===== src/hdl/bbr_pkg.sv =====
`timescale 1ns / 1ps
`default_nettype none
// ----------------------------------------------------------------------------
// bbr_pkg
// Shared types and constants for the 3x3 RGB box blur.
// ----------------------------------------------------------------------------
package bbr_pkg;

    localparam int LINE_DEPTH   = 256;
    localparam int MAX_HEIGHT   = 256;
    localparam int ADDR_W       = $clog2(LINE_DEPTH);
    localparam int ROW_W        = $clog2(MAX_HEIGHT);
    localparam int CFG_W        = 9;
    localparam int CFG_IDX_W    = 1;
    localparam int CHAN_W       = 8;
    localparam int LANES        = 3;
    localparam int PIX_W        = CHAN_W * LANES;
    localparam int WINDOW_COUNT = 9;
    localparam int SUM_W        = CHAN_W + $clog2(WINDOW_COUNT);
    // Division by nine as a multiply by 2^16/9 rounded up; exact for sums
    // up to nine times the largest channel value.
    localparam int DIV_SHIFT    = 16;
    localparam int DIV_RECIP    = ((1 << DIV_SHIFT) + WINDOW_COUNT - 1) / WINDOW_COUNT;
    localparam int RECIP_W      = $clog2(DIV_RECIP + 1);
    localparam int PROD_W       = SUM_W + RECIP_W;
    localparam int CMP_W        = ((ADDR_W + 1 > CFG_W) ? ADDR_W + 1 : CFG_W) + 1;
    localparam int HCMP_W       = ((ROW_W + 1 > CFG_W) ? ROW_W + 1 : CFG_W) + 1;

    typedef enum logic [CFG_IDX_W-1:0] {
        REG_FRAME_WIDTH  = 1'b0,
        REG_FRAME_HEIGHT = 1'b1
    } reg_index_t;

    typedef struct packed {
        logic [CHAN_W-1:0] red_in;
        logic [CHAN_W-1:0] green_in;
        logic [CHAN_W-1:0] blue_in;
    } pixel_t;

    typedef struct packed {
        logic [CHAN_W-1:0] red_out;
        logic [CHAN_W-1:0] green_out;
        logic [CHAN_W-1:0] blue_out;
        logic              frame_end;
    } result_t;

    typedef logic [WINDOW_COUNT-1:0][CHAN_W-1:0] chan_win_t;

endpackage
`default_nettype wire


===== src/hdl/bbr_lane.sv =====
`timescale 1ns / 1ps
`default_nettype none
// ----------------------------------------------------------------------------
// bbr_lane
// One colour channel: sums the nine window values and divides by nine.
// ----------------------------------------------------------------------------
module bbr_lane (
    input  wire logic                       clk,
    input  wire logic                       load,
    input  wire bbr_pkg::chan_win_t         window,
    output logic      [bbr_pkg::CHAN_W-1:0] mean
);
    import bbr_pkg::*;

    logic [SUM_W-1:0]  sum_reg;
    logic [SUM_W-1:0]  sum_next;
    logic [PROD_W-1:0] prod;

    always_comb
    begin
        sum_next = '0;
        for (int i = 0; i < WINDOW_COUNT; i++)
        begin
            sum_next = sum_next + SUM_W'(window[i]);
        end
    end

    always_ff @(posedge clk)
    begin
        if (load)
        begin
            sum_reg <= sum_next;
        end
    end

    assign prod = PROD_W'(sum_reg) * PROD_W'(DIV_RECIP);
    assign mean = prod[DIV_SHIFT +: CHAN_W];

endmodule
`default_nettype wire


===== config.mk =====
export PLATFORM = sky130hd
export DESIGN_NAME = bbr_lane
export DESIGN_NICKNAME = d
export VERILOG_FILES = /design/src/hdl/bbr_pkg.sv /design/src/hdl/bbr_lane.sv
export SDC_FILE = /design/constraint.sdc
export NUM_CORES = 1
export LEC_CHECK = 0
export ABC_AREA = 1
export BUFFER_PORTS_ARGS = -buffer_cell sky130_fd_sc_hd__clkbuf_2
export CAP_MARGIN = 20
export CORE_MARGIN = 2
export CORE_UTILIZATION = 55
export CTS_CLUSTER_DIAMETER = 100
export DETAILED_ROUTE_END_ITERATION = 12
export PLACE_DENSITY = 0.84
export SLEW_MARGIN = 20
export SYNTH_ARGS = -nofsm -noshare
export SYNTH_HDL_FRONTEND = slang
export SYNTH_SLANG_ARGS = --single-unit

===== constraint.sdc =====
create_clock -name clk -period 10.5 [get_ports clk]
set_input_delay 1.05 -clock clk [delete_from_list [all_inputs] [get_ports clk]]
set_output_delay 1.05 -clock clk [all_outputs]
set_load 0.02 [all_outputs]

==> reports/results.ini <==
[yosys]
syn_area_um2=4450
yosysSeqAreaShare_pct=8.10
yosysWarnings=0
yosys_register_bits=12
postSynth.asyncResetShare_pct=0
synth_ff_type=edfxtp_1
yosysMostFrequentCell=inv_1
synth.avg_cell_area_um2=9.17
synth_edf_count=12
synth_nets=722
synthCells=485
synth_area_leaders=fa_1 (37%), ha_1 (23%), inv_1 (11%)
yosys.area.top_type=fa_1
yosysTopAreaCellShare_pct=37.4
ys_types=31
ys_top_cells_by_count=inv_1 (132), fa_1 (83), ha_1 (80)

[floorplanning]
fp.dieW_um=93.9
rows=32
fp.dieH_um=93.9
start_util_pct=57.2
io_pins=82
die_area_um2=8820
coreArea_um2=7770

[sta]
setup_ws_ns=4.85
drv_slew=0
tns_ns=0
period_minus_slack_ns=5.65
relSlewSlack_pct=70.5
tightest_slew_ns=0.439
fin_crit_sh_pct=53.8
fmax_mhz=177
setup_viol=0
hold_viol=0
rsz0062_at_grt=no

[placed_design]
port_buffers=81
postPlaceCellArea_um2=4920
hpwlAfterDp_um=8440
gp_congestion=0.914
dp_slack_ns=5.14

[detailed_routing]
via_per_inst=5.06
drt-initial-drc-count=130
via_count=3360
drtAntennaViolNets=0
drc=0
post_drt_wl_per_cell_um=13.5
drtPass1Iterations=7
finalWirelength_um=8950

[finish]
drive_gt1_share_pct=17.6
diodes=0
nets=800
fill_cells=641
syn_to_final_growth_pct=11.6
largest_reg_flops=12
stdcell_area_um2=4960
final_util_pct=63.9

[critical_path]
startpoint=sum_reg[7]
max_stage_delay_ns=0.55
worstSetupEndpointType=output port
crit_path_max_fanout=4
crit_family=adder cells
cp.required_ns=9.45
worst-path-buf-inv=6
crit_type=flip-flop to output port
slowest_stage=fa_1
critPathArrivalTime_ns=4.60
cp.depth=19
cp_cell_sequence=fa_1, ha_1, inv_1, fa_1, inv_1, fa_1, inv_1, fa_1, inv_1, ha_1, nand2_1, inv_1, a21boi_1, nand2_1, nand2_1, nand3_1, nand2_1, nand2_1, clkbuf_2
startpoint_type=flip-flop

[worst_hold_path]
hp-start=load
whs_path_depth=1
holdCritPathClass=input port to flip-flop

[grt]
grt_pass1_vias=3506
grt_pass1_wl_um=15100
antenna_found_initial=0
grt.total_usage_pct=21.6
gr-total-overflow=0
grt_max_degree=13

[job]
cap_violations=0

[clocking]
clk_path_buf_depth=2
cts_tree=yes
cts_resized=0
cts_sinks=12
clockRootBuffer=clkbuf_8
clkSlewWorstSetupHoldPaths_ns=0.05
htree_levels=1
cts_hold_buf=0
cts_made_buffers=3
postCtsSetupBuffers=0

[run_status]
status=finished, final reports clean

-- final timing paths --
path	slack, ns	to
hold / removal	1.27	sum_reg[6]
setup / recovery	4.85	mean[7]
-- per-layer routing --
layer,up-vias,GRT usage [%],part of all wire [%]
li1,1640,-,-
met1,1645,29.7,42
met2,72,38.8,54
met3,3,2.41,3.7
met4,0,1.33,0.32
met5,-,0,0
-- stage by stage --
step / std cells / hold WS [ns]
6_report: 664 / 1.27
5_1_grt: 664 / 1.29
4_1_cts: 664 / 1.27
3_5_place_dp: 660 / 1.52
3_3_place_gp: 660 / 1.51
2_1_floorplan: 485 / 1.16
-- layout by cell type (no fill, tap or decap), types with 2 or more instances in the layout --
cell type and instances:
clkbuf_2 81, xor2_1 9, o21ai_1 3, a21boi_1 3, fa_1 83, nand4_1 5, xnor2_1 2, ha_1 80
nand2_2 4, nand3_1 15, clkbuf_8 3, o211ai_1 2, a21o_1 3, edfxtp_1 12, nor2_1 16, nand2_1 64
o21bai_1 4, inv_2 4, a21oi_1 23, inv_1 132, nor2_2 2
-- area by class of cell --
cell class | instances | area [um^2] | share of cell area (%)
multi-input combinational | 329 | 3520 | 70.8
inverter | 136 | 510 | 10.3
tap | 102 | 128 | 2.57
timing repair buffer | 81 | 405 | 8.17
clock buffer | 3 | 41.3 | 0.832
clock inverter | 1 | 3.75 | 0.0756
sequential | 12 | 360 | 7.26
-- kinds of logic (layout without fill, tap and decap cells) --
kind of cell               count (synthesis)  count (layout)  synth area share (%)
AOI/OAI and AO/OA                         42              42                  5.66
xor gates and xnor gates                  11              11                  2.17
adders and majority gates                163             163                  59.9
buffers and inverters                    144             221                  12.8
DFF                                       12              12                  8.10
and+or+nand+nor                          113             113                  11.4
Power is left out: the tool's default activity adds up to more than one toggle a clock period on the data nets, which glitch-free logic cannot reach.
